$ cat src/score_sorted_box_nms_top_defines.svh
// Assertion macros for the score-sorted box suppression block.
// Included by the top level, which carries the concurrent assertions.
`ifndef SCORE_SORTED_BOX_NMS_TOP_DEFINES_SVH
`define SCORE_SORTED_BOX_NMS_TOP_DEFINES_SVH
`ifndef ASSERT_OFF
`define SBN_ASSERT_IMPL(lbl, clk_s, rst_s, ante, cons) \
  lbl: assert property (@(posedge clk_s) disable iff (rst_s) (ante) |-> (cons)) \
    else $error("sbn assertion failed");
`define SBN_ASSERT_NEVER(lbl, clk_s, rst_s, expr) \
  lbl: assert property (@(posedge clk_s) disable iff (rst_s) !(expr)) \
    else $error("sbn assertion failed");
`else
`define SBN_ASSERT_IMPL(lbl, clk_s, rst_s, ante, cons)
`define SBN_ASSERT_NEVER(lbl, clk_s, rst_s, expr)
`endif
`endif

$ cat src/sbn_pkg.sv
// Shared types and constants of the score-sorted box suppression block.
// No dependencies.
package sbn_pkg;
  localparam int BOX_SLOTS   = 64;
  localparam int IDX_W       = 6;
  localparam int CNT_W       = 7;
  localparam int BOX_W       = 87;
  localparam int TDATA_W     = 88;
  localparam int QUEUE_DEPTH = 4;
  localparam int QPTR_W      = 2;
  localparam int QCNT_W      = 3;
  localparam int IOU_LAT     = 5;
  localparam int CFG_IDX_W   = 1;
  localparam int CFG_DATA_W  = 8;

  localparam logic [CFG_IDX_W-1:0] REG_IOU_THRESHOLD = 1'b0;
  localparam logic [CFG_IDX_W-1:0] REG_BOX_LIMIT     = 1'b1;
  localparam logic [7:0] THRESH_RESET = 8'd51;
  localparam logic [6:0] LIMIT_RESET  = 7'd64;

  typedef struct packed {
    logic [6:0]         class_index;
    logic [15:0]        confidence;
    logic signed [15:0] bottom_edge;
    logic signed [15:0] right_edge;
    logic signed [15:0] top_edge;
    logic signed [15:0] left_edge;
  } box_t;

  typedef struct packed {
    logic frame_end;
    box_t box;
  } item_t;

  typedef struct packed {
    logic start;
    box_t a;
    box_t b;
  } iou_req_t;

  typedef struct packed {
    logic done;
    logic hit;
  } iou_res_t;

  typedef enum logic [3:0] {
    ST_IDLE,
    ST_INS_RD,
    ST_INS_CMP,
    ST_INS_FIN,
    ST_SUP_A_CHK,
    ST_SUP_A_LD,
    ST_SUP_B_CHK,
    ST_SUP_B_LD,
    ST_SUP_WAIT,
    ST_EMIT_CHK,
    ST_EMIT_LD,
    ST_POP
  } state_t;
endpackage

$ cat src/sbn_iou.sv
// Pipelined overlap test: intersection, areas, union, threshold compare.
// Depends on sbn_pkg.
module sbn_iou (
  input  logic             clk,
  input  logic             rst,
  input  sbn_pkg::iou_req_t req,
  input  logic [7:0]       thresh,
  output sbn_pkg::iou_res_t res
);
  logic signed [15:0] ix1, iy1, ix2, iy2;
  logic v1, v2, v3, v4, v5;
  logic pos1, pos2, pos3, pos4, hit5;
  logic signed [16:0] iw1, ih1, wa1, ha1, wb1, hb1;
  logic signed [33:0] inter2, area_a2, area_b2;
  logic signed [33:0] inter3;
  logic signed [35:0] uni3;
  logic signed [44:0] lhs4, prod4;

  // overlap corners
  always_comb begin
    ix1 = (req.a.left_edge  > req.b.left_edge)   ? req.a.left_edge   : req.b.left_edge;
    iy1 = (req.a.top_edge   > req.b.top_edge)    ? req.a.top_edge    : req.b.top_edge;
    ix2 = (req.a.right_edge < req.b.right_edge)  ? req.a.right_edge  : req.b.right_edge;
    iy2 = (req.a.bottom_edge < req.b.bottom_edge) ? req.a.bottom_edge : req.b.bottom_edge;
  end

  always_ff @(posedge clk) begin
    if (rst) begin
      v1 <= 1'b0;
      v2 <= 1'b0;
      v3 <= 1'b0;
      v4 <= 1'b0;
      v5 <= 1'b0;
    end else begin
      v1 <= req.start;
      v2 <= v1;
      v3 <= v2;
      v4 <= v3;
      v5 <= v4;
    end
  end

  always_ff @(posedge clk) begin
    iw1 <= 17'(ix2) - 17'(ix1);
    ih1 <= 17'(iy2) - 17'(iy1);
    wa1 <= 17'(req.a.right_edge) - 17'(req.a.left_edge);
    ha1 <= 17'(req.a.bottom_edge) - 17'(req.a.top_edge);
    wb1 <= 17'(req.b.right_edge) - 17'(req.b.left_edge);
    hb1 <= 17'(req.b.bottom_edge) - 17'(req.b.top_edge);
    pos1 <= (ix2 > ix1) && (iy2 > iy1);

    inter2  <= iw1 * ih1;
    area_a2 <= wa1 * ha1;
    area_b2 <= wb1 * hb1;
    pos2    <= pos1;

    uni3   <= 36'(area_a2) + 36'(area_b2) - 36'(inter2);
    inter3 <= inter2;
    pos3   <= pos2;

    prod4 <= $signed({1'b0, thresh}) * uni3;
    lhs4  <= 45'(inter3) <<< 8;
    pos4  <= pos3;

    hit5 <= pos4 && (lhs4 > prod4);
  end

  assign res = {v5, hit5};
endmodule

$ cat config.mk
export PLATFORM = sky130hd
export DESIGN_NAME = sbn_iou
export DESIGN_NICKNAME = d
export VERILOG_FILES = /design/src/score_sorted_box_nms_top_defines.svh /design/src/sbn_pkg.sv /design/src/sbn_iou.sv
export SDC_FILE = /design/constraint.sdc
export NUM_CORES = 2
export LEC_CHECK = 0
export ABC_CLOCK_PERIOD_IN_PS = 18400
export BUFFER_PORTS_ARGS = -buffer_cell sky130_fd_sc_hd__buf_4
export CORE_AREA = 2 2 349 351
export DETAILED_ROUTE_END_ITERATION = 8
export DIE_AREA = 0 0 351 353
export PLACE_DENSITY = 0.66
export SLEW_MARGIN = 20
export SYNTH_ARGS = -nofsm -noshare
export SYNTH_HDL_FRONTEND = slang
export SYNTH_SLANG_ARGS = --single-unit
$ cat constraint.sdc
create_clock -name clk -period 18.4 [get_ports clk]
set_clock_uncertainty 0.2 [all_clocks]
set_input_delay 0.92 -clock clk [delete_from_list [all_inputs] [get_ports clk]]
set_output_delay 0.92 -clock clk [all_outputs]
set_load 0.005 [all_outputs]
==> impl_metrics.yaml <==
yosys:
  synthesis.nets: 8374
  netlist.area_leader.share_pct: 38.5
  synth_edf_count: 0
  yosysTopAreaCell: "fa_1"
  synth_flop_cell: "dfxtp_1"
  syn_area_um2: 59800
  seq_area_frac_synth_pct: 12.1
  synth.area.top_cells: "fa_1 (38%), dfxtp_1 (12%), ha_1 (12%)"
  yosysUniqueCellTypes: 92
  synth_warnings: 0
  synth-seq-cells: 363
  syn_avg_cell_area_um2: 9.26
  syn_inst: 6462
  synthArstFlopShare_pct: 0
critical_path:
  cpLargestDelayFamily: "adder cells"
  max_stage_delay_ns: 0.97
  critPathRequiredTime_ns: 18.67
  r2r-start: "ih1[3]$_DFF_P_"
  rrSetupSlack_ns: 10.81
  cp_slowest_cell: "fa_1"
  worst-path-buf-inv: 3
  cp_cell_sequence: "nand2_1 > inv_1 > fa_1 > fa_1 > fa_1 > fa_1 > fa_1 > inv_1 > fa_1 > inv_1 > ha_1 > nand2_1 > or3_1 > nand2b_1 > or2_2 > o221ai_1 > o41ai_2 > o2111ai_1 > a21oi_1 > xnor2_1"
  crit_path_start_kind: "flip-flop"
  rr_endpoint: "inter2[33]$_DFF_P_"
  crit_arrival_ns: 7.86
  cp-end-kind: "flip-flop"
  path_max_fanout: 17
  worst_r2r_path_depth: 20
  cp_common_cell: "fa_1"
  critPathKind: "reg -> reg"
detailed_routing:
  dr.pass1.iters: 5
  via_count: 42500
  antenna_left: 0
  routed_wl_um: 147000
  vias_per_cell: 5.20
  wl_per_cell_um: 18.0
  drc: 0
  drtIter0Drc: 2323
placement:
  dp_hpwl_um: 122000
  port-buffer-count: 140
  gp_congestion: 0.900
grt:
  gr-usage-all-layers_pct: 24.9
  antenna_found_initial: 8
  grt_pass1_vias: 46000
  grt-ovfl-total: 0
  grt_pass1_wl_um: 244000
  grt_max_degree: 37
cells_and_area:
  syn2layout_area_growth_pct: 6.98
  nFillCells: 11100
  ff_latch_area_um2: 7270
  multiInputGateArea_um2: 46300
  final_nets: 8418
  drive_above_1_share_pct: 4.66
sta:
  relSlewSlack_pct: 32.4
  fmax_ghz: 0.132
  hold_violations: 0
  worst_pin_slew_ns: 1.01
  maxSlewViolCount: 0
  setup_viol: 0
  finalCritPeriodShare_pct: 41.2
  grt_setup_unrepaired: "no"
  tns_ns: 0
  fin_crit_ns: 7.59
clock_network:
  cts.clk_slew.worst_paths_ns: 0.06
  cts-root-buf: "clkbuf_16"
  clock_sinks: 363
  post_cts_resized: 0
  cts_made_buffers: 46
  clockBufferDepth: 3
  htree_levels: 2
  clk_latency_ns: 0.63
  cts_tree: "done"
  cts_hold_buf: 0
  postCtsSetupBuffers: 0
status:
  status: "finished clean"
die:
  core_um2: 121000
  die_area_um2: 124000
  initial_core_util_pct: 49.6
  boundaryPins: 187
  die_h_um: 353
  rows: 128
  dieWidth_um: 351
hold_path:
  min_from: "inter3[23]$_DFF_P_"
  min_to: "lhs4[31]$_DFF_P_"
  hold_path_depth: 0
  hp-class: "reg -> reg"
job:
  drv_cap: 0
[worst register-to-register path, delay by kind of cell, from the launching register on]
family          cells  cell delay [ns]
compound gates      4             0.85
buf+inv             3             0.22
xor+xnor            1             0.14
flops               1             0.94
simple gates        5             1.21
fa+ha+maj           7             3.88
[registers in the layout (all words and copies together) (netlist names), 34 cells and up]
signal   cells
prod4       45
uni3        36
area_a2     34
area_b2     34
inter2      34
inter3      34
lhs4        34
[routing by layer]
layer  track usage, %  part of all wire (%)  up-vias
li1                 -                     -    19700
met5                0                     0        -
met1             33.2                    43    21400
met3             2.99                   5.9      235
met2             42.5                    48     1076
met4             7.45                   3.1        0
[synthesized netlist by cell type (9+ instances only)]
| library cell | number |
|---|---|
| mux2_2 | 30 |
| nand4_1 | 37 |
| and2_1 | 626 |
| o2111ai_1 | 9 |
| fa_1 | 1150 |
| or2_2 | 9 |
| dfxtp_1 | 363 |
| xnor2_1 | 191 |
| a41o_1 | 11 |
| mux2i_1 | 40 |
| inv_1 | 1519 |
| or3_1 | 10 |
| a211oi_1 | 11 |
| o21ai_1 | 10 |
| nand2b_1 | 49 |
| nor3_1 | 50 |
| a21o_1 | 101 |
| o21bai_1 | 29 |
| ha_1 | 577 |
| clkbuf_1 | 143 |
| o21a_1 | 36 |
| xor2_1 | 58 |
| and3_1 | 18 |
| nor2b_1 | 54 |
| o21ai_0 | 116 |
| a31oi_1 | 18 |
| nand3_1 | 39 |
| nand2_1 | 617 |
| nor2_1 | 187 |
| a21oi_1 | 196 |
[logic make-up after synthesis]
group / synth area share (%)
AND/OR/NAND/NOR: 14.7
adder cells (fa/ha/maj): 50.5
buffers and inverters: 10.5
AO/OA/AOI/OAI: 7.28
flip-flops: 12.1
XOR/XNOR: 3.64
multiplexers: 1.23
[per-stage QoR]
step | area, um^2 | hold slack [ns] | std cells | utilization (%) | setup WS, ns
finish | 64000 | 0.122 | 8172 | 53.1 | 10.81
global route | 64000 | 0.125 | 8168 | 53.1 | 10.45
CTS | 64000 | 0.125 | 8168 | 53.1 | 10.77
detailed placement | 62400 | 0.112 | 8083 | 51.7 | 10.80
global placement | 62400 | 0.112 | 8083 | 51.7 | 10.87
floorplan | 59800 | 0.110 | 6462 | - | 11.84
[area by class of cell]
class / instances / area share, %
diodes: 4 / 0.0156
clock buffers: 57 / 1.97
clock inverters: 28 / 0.549
inverters: 1519 / 8.91
multi-input cells: 4429 / 72.3
flip-flops and latches: 363 / 11.4
well taps: 1625 / 3.18
repair buffers: 147 / 1.72
[cells in the final DEF (no fill, tap or decap), types with 11 or more instances in the layout]
cell       Yosys  final
a211oi_1      11     11
a21o_1       101    101
a21oi_1      196    196
a31oi_1       18     18
a41o_1        11     11
and2_1       626    626
and3_1        18     18
buf_4          4    147
clkbuf_16      0     47
dfxtp_1      363    363
fa_1        1150   1150
ha_1         577    577
inv_1       1519   1519
mux2_2        30     30
mux2i_1       40     40
nand2_1      617    617
nand2b_1      49     49
nand3_1       39     39
nand4_1       37     37
nor2_1       187    187
nor2b_1       54     54
nor3_1        50     50
o21a_1        36     36
o21ai_0      116    116
o21bai_1      29     29
xnor2_1      191    191
xor2_1        58     58
[how the worst max path moves through the flow]
stage,from,to,slack (ns),cells past startpoint
after floorplan,iw1[16]$_DFF_P_,inter2[33]$_DFF_P_,11.84,21
after global placement,ha1[2]$_DFF_P_,area_a2[32]$_DFF_P_,10.87,21
after detailed placement,ih1[2]$_DFF_P_,inter2[33]$_DFF_P_,10.80,20
after CTS,ih1[2]$_DFF_P_,inter2[33]$_DFF_P_,10.77,20
after global routing,ha1[2]$_DFF_P_,area_a2[32]$_DFF_P_,10.45,21
final,ih1[3]$_DFF_P_,inter2[33]$_DFF_P_,10.81,20
Power is left out: the tool's default activity adds up to more than one toggle a clock period on the data nets, which glitch-free logic cannot reach.
