## src/score_sorted_box_nms_top_defines.svh

```systemverilog
// Assertion macros for the score-sorted box suppression block.
// Included by the top level, which carries the concurrent assertions.
`ifndef SCORE_SORTED_BOX_NMS_TOP_DEFINES_SVH
`define SCORE_SORTED_BOX_NMS_TOP_DEFINES_SVH
`ifndef ASSERT_OFF
`define SBN_ASSERT_IMPL(lbl, clk_s, rst_s, ante, cons) \
  lbl: assert property (@(posedge clk_s) disable iff (rst_s) (ante) |-> (cons)) \
    else $error("sbn assertion failed");
`define SBN_ASSERT_NEVER(lbl, clk_s, rst_s, expr) \
  lbl: assert property (@(posedge clk_s) disable iff (rst_s) !(expr)) \
    else $error("sbn assertion failed");
`else
`define SBN_ASSERT_IMPL(lbl, clk_s, rst_s, ante, cons)
`define SBN_ASSERT_NEVER(lbl, clk_s, rst_s, expr)
`endif
`endif

```

## src/sbn_pkg.sv

```systemverilog
// Shared types and constants of the score-sorted box suppression block.
// No dependencies.
package sbn_pkg;
  localparam int BOX_SLOTS   = 64;
  localparam int IDX_W       = 6;
  localparam int CNT_W       = 7;
  localparam int BOX_W       = 87;
  localparam int TDATA_W     = 88;
  localparam int QUEUE_DEPTH = 4;
  localparam int QPTR_W      = 2;
  localparam int QCNT_W      = 3;
  localparam int IOU_LAT     = 5;
  localparam int CFG_IDX_W   = 1;
  localparam int CFG_DATA_W  = 8;

  localparam logic [CFG_IDX_W-1:0] REG_IOU_THRESHOLD = 1'b0;
  localparam logic [CFG_IDX_W-1:0] REG_BOX_LIMIT     = 1'b1;
  localparam logic [7:0] THRESH_RESET = 8'd51;
  localparam logic [6:0] LIMIT_RESET  = 7'd64;

  typedef struct packed {
    logic [6:0]         class_index;
    logic [15:0]        confidence;
    logic signed [15:0] bottom_edge;
    logic signed [15:0] right_edge;
    logic signed [15:0] top_edge;
    logic signed [15:0] left_edge;
  } box_t;

  typedef struct packed {
    logic frame_end;
    box_t box;
  } item_t;

  typedef struct packed {
    logic start;
    box_t a;
    box_t b;
  } iou_req_t;

  typedef struct packed {
    logic done;
    logic hit;
  } iou_res_t;

  typedef enum logic [3:0] {
    ST_IDLE,
    ST_INS_RD,
    ST_INS_CMP,
    ST_INS_FIN,
    ST_SUP_A_CHK,
    ST_SUP_A_LD,
    ST_SUP_B_CHK,
    ST_SUP_B_LD,
    ST_SUP_WAIT,
    ST_EMIT_CHK,
    ST_EMIT_LD,
    ST_POP
  } state_t;
endpackage

```

## src/sbn_queue.sv

```systemverilog
// Front queue: accepts input boxes and holds them for the sequencer.
// Depends on sbn_pkg.
module sbn_queue (
  input  logic          clk,
  input  logic          rst,
  input  logic          in_valid,
  output logic          in_ready,
  input  sbn_pkg::item_t in_item,
  output logic          out_valid,
  output sbn_pkg::item_t out_item,
  input  logic          pop
);
  sbn_pkg::item_t slots [sbn_pkg::QUEUE_DEPTH];
  logic [sbn_pkg::QPTR_W-1:0] wr_ptr;
  logic [sbn_pkg::QPTR_W-1:0] rd_ptr;
  logic [sbn_pkg::QCNT_W-1:0] count;
  logic push;

  function automatic logic [sbn_pkg::QCNT_W-1:0] QCNT_W1(input logic b);
    QCNT_W1 = {{(sbn_pkg::QCNT_W-1){1'b0}}, b};
  endfunction

  assign in_ready  = (count != sbn_pkg::QCNT_W'(sbn_pkg::QUEUE_DEPTH));
  assign push      = in_valid && in_ready;
  assign out_valid = (count != '0);
  assign out_item  = slots[rd_ptr];

  always_ff @(posedge clk) begin
    if (rst) begin
      wr_ptr <= '0;
      rd_ptr <= '0;
      count  <= '0;
    end else begin
      if (push) begin
        wr_ptr <= wr_ptr + 1'b1;
      end
      if (pop) begin
        rd_ptr <= rd_ptr + 1'b1;
      end
      count <= count + QCNT_W1(push) - QCNT_W1(pop);
    end
  end

  always_ff @(posedge clk) begin
    if (push) begin
      slots[wr_ptr] <= in_item;
    end
  end
endmodule

```

## config.mk

```make
export PLATFORM = sky130hd
export DESIGN_NAME = sbn_queue
export DESIGN_NICKNAME = d
export VERILOG_FILES = /design/src/score_sorted_box_nms_top_defines.svh /design/src/sbn_pkg.sv /design/src/sbn_queue.sv
export SDC_FILE = /design/constraint.sdc
export NUM_CORES = 1
export LEC_CHECK = 0
export ABC_AREA = 1
export BUFFER_PORTS_ARGS = -buffer_cell sky130_fd_sc_hd__buf_2
export CAP_MARGIN = 20
export CORE_MARGIN = 1.5
export CORE_UTILIZATION = 55
export CTS_CLUSTER_DIAMETER = 60
export DETAILED_ROUTE_END_ITERATION = 10
export PLACE_DENSITY = 0.8
export SYNTH_ARGS = -nofsm -noshare
export SYNTH_HDL_FRONTEND = slang
export SYNTH_SLANG_ARGS = --single-unit
```

## constraint.sdc

```tcl
create_clock -name clk -period 15.58 [get_ports clk]
set_input_delay 1.558 -clock clk [delete_from_list [all_inputs] [get_ports clk]]
set_output_delay 1.558 -clock clk [all_outputs]
set_load 0.02 [all_outputs]
```

==> out/metrics.yaml, run 1 <==
outcome:
  status: "complete, no violations"
worst_setup_path:
  r2r_cells: 6
  critPathSlowestCell: "sky130_fd_sc_hd__dfxtp_4"
  worst_path_largest_cell_delay_ps: 870
  crit_chain: "inv_6 > buf_4 > buf_16 > o21ai_0 > o22ai_1 > buf_2"
  cp_max_fo: 82
  critical-path-top-delay-family: "buffers and inverters"
  timing.critical_path.to_type: "output port"
  critPathArrivalTime_ps: 3040
  cp_startpoint_kind: "flip-flop"
  path_buf_inv: 4
  worst-path-stages: 6
  critical_path_required_ps: 14020
  crit_path_kind: "flip-flop to output port"
detailed_routing:
  dr.first_iter.drc_count: 616
  drt_pre_antenna_iters: 5
  drt.antenna.violating_nets: 0
  number_of_design_rule_violations_left_after_detail_routing: 0
  post_drt_via_cell_ratio: 5.673
  routedWlPerCell_um: 18.98
  drt_wl_total_um: 27230
  detailroute.via_count: 8141
timing:
  clock-skew-final_ps: 14.78
  timing.fmax_mhz: 217.4
  timing.final.setup_violations: 0
  worst_relative_slew_slack: 0.3773
  finalCriticalPeriod_ps: 4599
  report.final.hold_viol_count: 0
  layout_worst_path_cycle_share: 0.2952
  tns_ps: 0
  count_of_final_max_slew_check_failures: 0
  grt_setup_unrepaired: "no"
  worstMarginPinSlew_ps: 934.0
  final_critical_path_setup_slack_ps: 10980
floorplanning:
  chipHeight_um: 159.5
  rows: 57
  start_util: 0.5569
  die-area_um2: 25430
  io-pin-count: 182
  floorplan.die.width_um: 159.5
  coreArea_um2: 24180
synth:
  synth_mux_area_frac: 0
  synth_enable_flop_cells: 352
  ys_async_sr_fraction: 0
  post_synth_num_cell_types: 20
  synth-xor-area-share: 0
  syn-instance-count: 908
  synth_adder_area_share: 0.007063
  netlist.top_cell.by_area: "sky130_fd_sc_hd__edfxtp_1"
  mappedNetlistArea_um2: 13460
  synth_top_area_share: 0.7851
  postSynthRegisterBits: 361
  synth_flop_cell: "sky130_fd_sc_hd__edfxtp_1"
  syn_nets: 1007
  synth.yosys.warnings: 0
  synth-compound-area-share: 0.1085
  synth_area_per_cell_um2: 14.83
  yosys.area_share.simple: 0.05641
  seq_area_frac_synth: 0.7984
  synth_top_family_by_area: "compound AO/OA/AOI/OAI gates"
  ys_top_cells_by_area: "sky130_fd_sc_hd__edfxtp_1, sky130_fd_sc_hd__nor2_1, sky130_fd_sc_hd__o21ai_0"
final_layout:
  final_net_count: 1184
  fin_area_um2: 15840
  final_cell_mix: "sky130_fd_sc_hd__edfxtp_1, sky130_fd_sc_hd__nor2_1, sky130_fd_sc_hd__buf_2, sky130_fd_sc_hd__o21ai_0, sky130_fd_sc_hd__o22ai_1"
  layout_cells_sized_above_1: 0.2297
  layout.cells.most_common: "sky130_fd_sc_hd__edfxtp_1"
  flow.area_growth_from_synthesis_pct: 17.61
  finished_layout_cells: 1435
placed_design:
  routabilityCongestion: 0.7549
  placement.cell_area_um2: 14560
  placedCellCount: 1369
  detailedPlace.worstSlack_ps: 11320
  port-buffer-count: 181
  dp_hpwl_um: 14730
power_and_ir_drop:
  design_power_total_mw: 2.448
  total_leakage_power_nw: 5.539
  pd_cells_nw_per_um2: 154.6
  power.ir.vdd_worst_mv: 0.1065
clocking:
  clk-insertion-delay-late_ps: 510
  postCtsSetupRepairBufs: 0
  cts.hold.buffers_added: 0
  cts.root.buffer_cell: "sky130_fd_sc_hd__clkbuf_16"
  clk_path_buf_depth: 3
  htree_levels: 2
  worst_setup_hold_path_clk_slew_ps: 60
  cts_tree: "yes"
  cts_buffers: 37
  post_cts_resized: 0
  cts.sinks: 361
job:
  max-cap-violations: 0
global_routing:
  grt_start_max_net_pins: 105
  initial_antenna_violation_count: 2
  globalRouteOverflowTotal: 0
  grt.total_usage: 0.2129
  grt_first_pass_wirelength_um: 41990
  via_count_of_the_first_global_routing_pass: 8149
worst_hold_path:
  timing.hold.worst.class: "flip-flop to flip-flop"
  hold_path_depth: 1
[final timing paths]
check | to | slack (ps) | from
worst max-delay path | out_item[16] | 10980 | flip-flop
worst min-delay path | flip-flop | 450 | rd_ptr[1]
worst min register to register | flip-flop | 450 | rd_ptr[1]
worst max register to register | slots[1][0] | 12650 | count[1]
[sequential cells by signal, indices dropped and copies added (netlist names), named ones only]
register and cells:
count 3, rd_ptr 2, slots 352, wr_ptr 2
[through the flow]
step,utilization,hold slack [ps]
after CTS,0.6537,463.1
after global placement,0.6022,420.8
final,0.6550,451.5
after floorplan,-,411.5
after detailed placement,0.6022,430.7
after global routing,0.6549,476.7
[area by class of cell]
type	count	area, um^2
clock inverters	21	254.0
multi-input cells	477	2346
inverters	14	57.56
well taps	324	405.4
clock buffers	43	991.0
diodes	1	2.502
flip-flops and latches	361	10760
repair buffers	194	1023
fillers	1673	8342
[synthesized netlist by cell type, types with 7 or more instances]
| library cell | count |
|---|---|
| sky130_fd_sc_hd__clkbuf_1 | 22 |
| sky130_fd_sc_hd__o22ai_1 | 88 |
| sky130_fd_sc_hd__inv_1 | 12 |
| sky130_fd_sc_hd__nand2_1 | 7 |
| sky130_fd_sc_hd__o21ai_0 | 123 |
| sky130_fd_sc_hd__o21ai_1 | 55 |
| sky130_fd_sc_hd__nor2_1 | 188 |
| sky130_fd_sc_hd__buf_6 | 12 |
| sky130_fd_sc_hd__buf_2 | 12 |
| sky130_fd_sc_hd__dfxtp_1 | 9 |
| sky130_fd_sc_hd__edfxtp_1 | 352 |
[where the power goes]
| part | internal (mW) | total [mW] | leakage, nW | switching [mW] |
|---|---|---|---|---|
| clock network | 0.553 | 0.891 | 0.605 | 0.338 |
| registers | 1.19 | 1.22 | 3.30 | 0.0303 |
| logic | 0.0939 | 0.336 | 1.64 | 0.242 |
| total | 1.84 | 2.45 | 5.54 | 0.610 |
[layer usage]
metal / global-route usage / share of wire / vias to the layer above
met5: 0 / 0.00040 / -
met4: 0.06475 / 0.017 / 2
met3: 0.05366 / 0.073 / 42
met2: 0.3710 / 0.50 / 282
met1: 0.2630 / 0.41 / 4029
li1: - / - / 3786
[cells by family after synthesis]
family          after synthesis
compound gates              270
fa+ha+maj                     7
buf+inv                      70
flops                       361
simple gates                200
(Power assumes the default switching activity.)
==> run 2: changes to the inputs <==
--- a/config.mk
+++ b/config.mk
@@ -9,10 +9,10 @@
 export BUFFER_PORTS_ARGS = -buffer_cell sky130_fd_sc_hd__buf_2
 export CAP_MARGIN = 20
 export CORE_MARGIN = 1.5
-export CORE_UTILIZATION = 55
+export CORE_UTILIZATION = 51
 export CTS_CLUSTER_DIAMETER = 60
 export DETAILED_ROUTE_END_ITERATION = 10
-export PLACE_DENSITY = 0.8
+export PLACE_DENSITY = 0.78
 export SYNTH_ARGS = -nofsm -noshare
 export SYNTH_HDL_FRONTEND = slang
 export SYNTH_SLANG_ARGS = --single-unit
==> constraint.sdc (replaced) <==
create_clock -name clk -period 4.1 [get_ports clk]
set_input_delay 0.41 -clock clk [delete_from_list [all_inputs] [get_ports clk]]
set_output_delay 0.41 -clock clk [all_outputs]
set_load 0.02 [all_outputs]
==> run 2 against run 1 <==
Against the previous run:
- clock skew decreased by 6.6 ps
- highest routed layer unchanged
- register-to-register slack got worse by 11000 ps
- flip-flop and latch count did not move
- cell count is 0.84% higher
- largest cell class unchanged
==> out/metrics.yaml, run 2 (same netlist as run 1, synthesis figures left out) <==
outcome:
  status: "complete, no violations"
global_routing:
  grt_start_max_net_pins: 107  # +1.9%
  grt.total_usage: 0.1903  # -0.02257
  initial_antenna_violation_count: 8  # +6
  via_count_of_the_first_global_routing_pass: 7565  # -7.2%
  grt_first_pass_wirelength_um: 39590  # -5.7%
  globalRouteOverflowTotal: 0  # unchanged
clocking:
  cts_buffers: 35  # -5.4%
  worst_setup_hold_path_clk_slew_ps: 60  # about the same
  clk_path_buf_depth: 3  # unchanged
  htree_levels: 2  # unchanged
  clk-insertion-delay-late_ps: 500  # about the same
  postCtsSetupRepairBufs: 0  # unchanged
  cts_tree: "yes"
  cts.hold.buffers_added: 0  # unchanged
  cts.sinks: 361  # unchanged
  post_cts_resized: 0  # unchanged
  cts.root.buffer_cell: "sky130_fd_sc_hd__clkbuf_16"
worst_setup_path:
  crit_path_kind: "flip-flop to output port"
  critical_path_required_ps: 3690  # -10,330 ps
  crit-reg2reg-capture: "slots[2][45]"
  rr_startpoint: "count[1]"
  r2r_cells: 5  # -1
  cp_max_fo: 70  # -15%
  critPathArrivalTime_ps: 2690  # -350 ps
  cp_startpoint_kind: "flip-flop"
  r2r_slack_ps: 1780  # -10,870 ps
  timing.critical_path.to_type: "output port"
worst_hold_path:
  hp-start: "rst"
  timing.hold.worst.class: "primary input to flip-flop"
  worstHoldEndpoint: "count[1]"
  hold_path_depth: 2  # +1
power_and_ir_drop:
  swShare: 0.2565  # +0.007313
  pd_cells_nw_per_um2: 565.2  # +270%
  fraction_of_power_consumed_by_the_clock_network: 0.334  # -0.030
  p_comb_frac: 0.145  # +0.008
  power.ir.vdd_worst_mv: 0.4158  # +290%
  total_leakage_power_nw: 5.464  # -1.4%
  cellInternalPower_mw: 6.603  # +260%
  seq_power_share: 0.521  # +0.022
  total_switching_power_mw: 2.278  # +270%
floorplanning:
  rows: 59  # +3.5%
  coreArea_um2: 25980  # +7.5%
  floorplan.die.width_um: 165.5  # +3.8%
  chipHeight_um: 165.5  # +3.8%
  start_util: 0.5182  # -0.03875
  io-pin-count: 182  # unchanged
  die-area_um2: 27380  # +7.7%
placed_design:
  placedCellCount: 1380  # +0.80%
  routabilityCongestion: 0.7300  # -3.3%
  port-buffer-count: 181  # unchanged
  dp_hpwl_um: 14770  # +0.26%
timing:
  finalCriticalPeriod_ps: 3098
  tns_ps: 0  # unchanged
  timing.final.setup_violations: 0  # unchanged
  report.final.hold_viol_count: 0  # unchanged
  clock-skew-final_ps: 8.230  # -6.554 ps
  worstMarginPinSlew_ps: 966.3  # +32.32 ps
  worst_relative_slew_slack: 0.3558  # -0.02154
  grt_setup_unrepaired: "no"
  count_of_final_max_slew_check_failures: 0  # unchanged
  hold-worst-slack_ps: 95.73  # -355.8 ps
  layout_worst_path_cycle_share: 0.7556
  timing.fmax_mhz: 322.8
final_layout:
  max_flop_register: "slots"
  finished_layout_cells: 1447  # +0.84%
  flow.area_growth_from_synthesis_pct: 16.71
  largest_register_ffs: 352  # unchanged
  layout.cells.most_common: "sky130_fd_sc_hd__edfxtp_1"
  fillCellCount: 1941  # +16%
  largest_registers: "slots (352), count (3)"
  layout_cells_sized_above_1: 0.2258  # -0.003894
  final_net_count: 1181  # -0.25%
  final_cell_mix: "sky130_fd_sc_hd__edfxtp_1, sky130_fd_sc_hd__nor2_1, sky130_fd_sc_hd__buf_2, sky130_fd_sc_hd__o21ai_0, sky130_fd_sc_hd__o22ai_1"
detailed_routing:
  drt.antenna.violating_nets: 0  # unchanged
  drt_pre_antenna_iters: 5  # unchanged
  drt_wl_total_um: 26490  # -2.7%
  post_drt_via_cell_ratio: 5.496  # -3.1%
  routedWlPerCell_um: 18.31  # -3.5%
  dr.first_iter.drc_count: 577  # -6.3%
  number_of_design_rule_violations_left_after_detail_routing: 0  # unchanged
  detailroute.via_count: 7953  # -2.3%
job:
  max-cap-violations: 0  # unchanged
[run 2: changes by cell type in the layout (fill, tap and decap cells not counted), moves of 3 or more]
cell,before,now
sky130_fd_sc_hd__buf_12,0,5
sky130_fd_sc_hd__buf_4,12,7
sky130_fd_sc_hd__bufinv_16,6,1
sky130_fd_sc_hd__clkbuf_1,4,9
sky130_fd_sc_hd__clkinv_2,3,7
sky130_fd_sc_hd__diode_2,1,5
sky130_fd_sc_hd__clkinv_1,9,6
[run 2: power by group through the flow]
| stage | Sequential [mW] | Combinational (mW) | Clock [mW] |
|---|---|---|---|
| floorplan | 4.73 | 0.816 | 0 |
| global placement | 4.69 | 1.28 | 0 |
| detailed placement | 4.70 | 1.30 | 0 |
| CTS | 4.63 | 1.31 | 3.02 |
| global route | 4.66 | 1.41 | 3.15 |
| finish | 4.63 | 1.29 | 2.97 |
[run 2: routing by layer]
metal / wire length, um / GRT usage / vias up
li1: - / - / 3787
met1: 10790 / 0.2376 / 3828
met2: 12840 / 0.3165 / 272
met3: 2194 / 0.06144 / 58
met4: 617 / 0.05925 / 8
met5: 50 / 0 / -
[run 2: area by class of cell]
type                       instances  area, um^2  share of cell area
antenna                            5       12.51           0.0007962
clock buffer                      46       959.7             0.06107
clock inverter                    16       105.1            0.006688
inverter                          14       57.56            0.003663
multi-input combinational        477        2346              0.1493
sequential                       361       10760              0.6844
tap                              335       419.2             0.02667
timing repair buffer             193        1059             0.06736
[run 2: worst max-delay path by stage]
| stage | cells after the start | from | endpoint |
|---|---|---|---|
| after floorplan | 4 | count[1] | slots[0][0] |
| after global placement | 5 | flip-flop | out_item[5] |
| after detailed placement | 5 | flip-flop | out_item[82] |
| after CTS | 4 | flip-flop | out_item[50] |
| after global routing | 4 | flip-flop | out_item[50] |
| final | 4 | flip-flop | out_item[50] |
[run 2: per-stage QoR]
stage / worst slack (ps) / cell area (um^2) / util / total power, mW
floorplan: -961.3 / 13460 / - / 5.546
global placement: 1625 / 14640 / 0.5633 / 5.971
detailed placement: 1519 / 14640 / 0.5633 / 6.006
CTS: 942.2 / 15700 / 0.6042 / 8.958
global route: 839.6 / 15700 / 0.6043 / 9.227
finish: 1002 / 15710 / 0.6047 / 8.881
[run 2: critical path, cell delays in order, from the launching register on]
cell,delay [ps]
sky130_fd_sc_hd__dfxtp_4,750
sky130_fd_sc_hd__buf_4,640
sky130_fd_sc_hd__o21ai_0,270
sky130_fd_sc_hd__o22ai_1,280
sky130_fd_sc_hd__buf_2,210
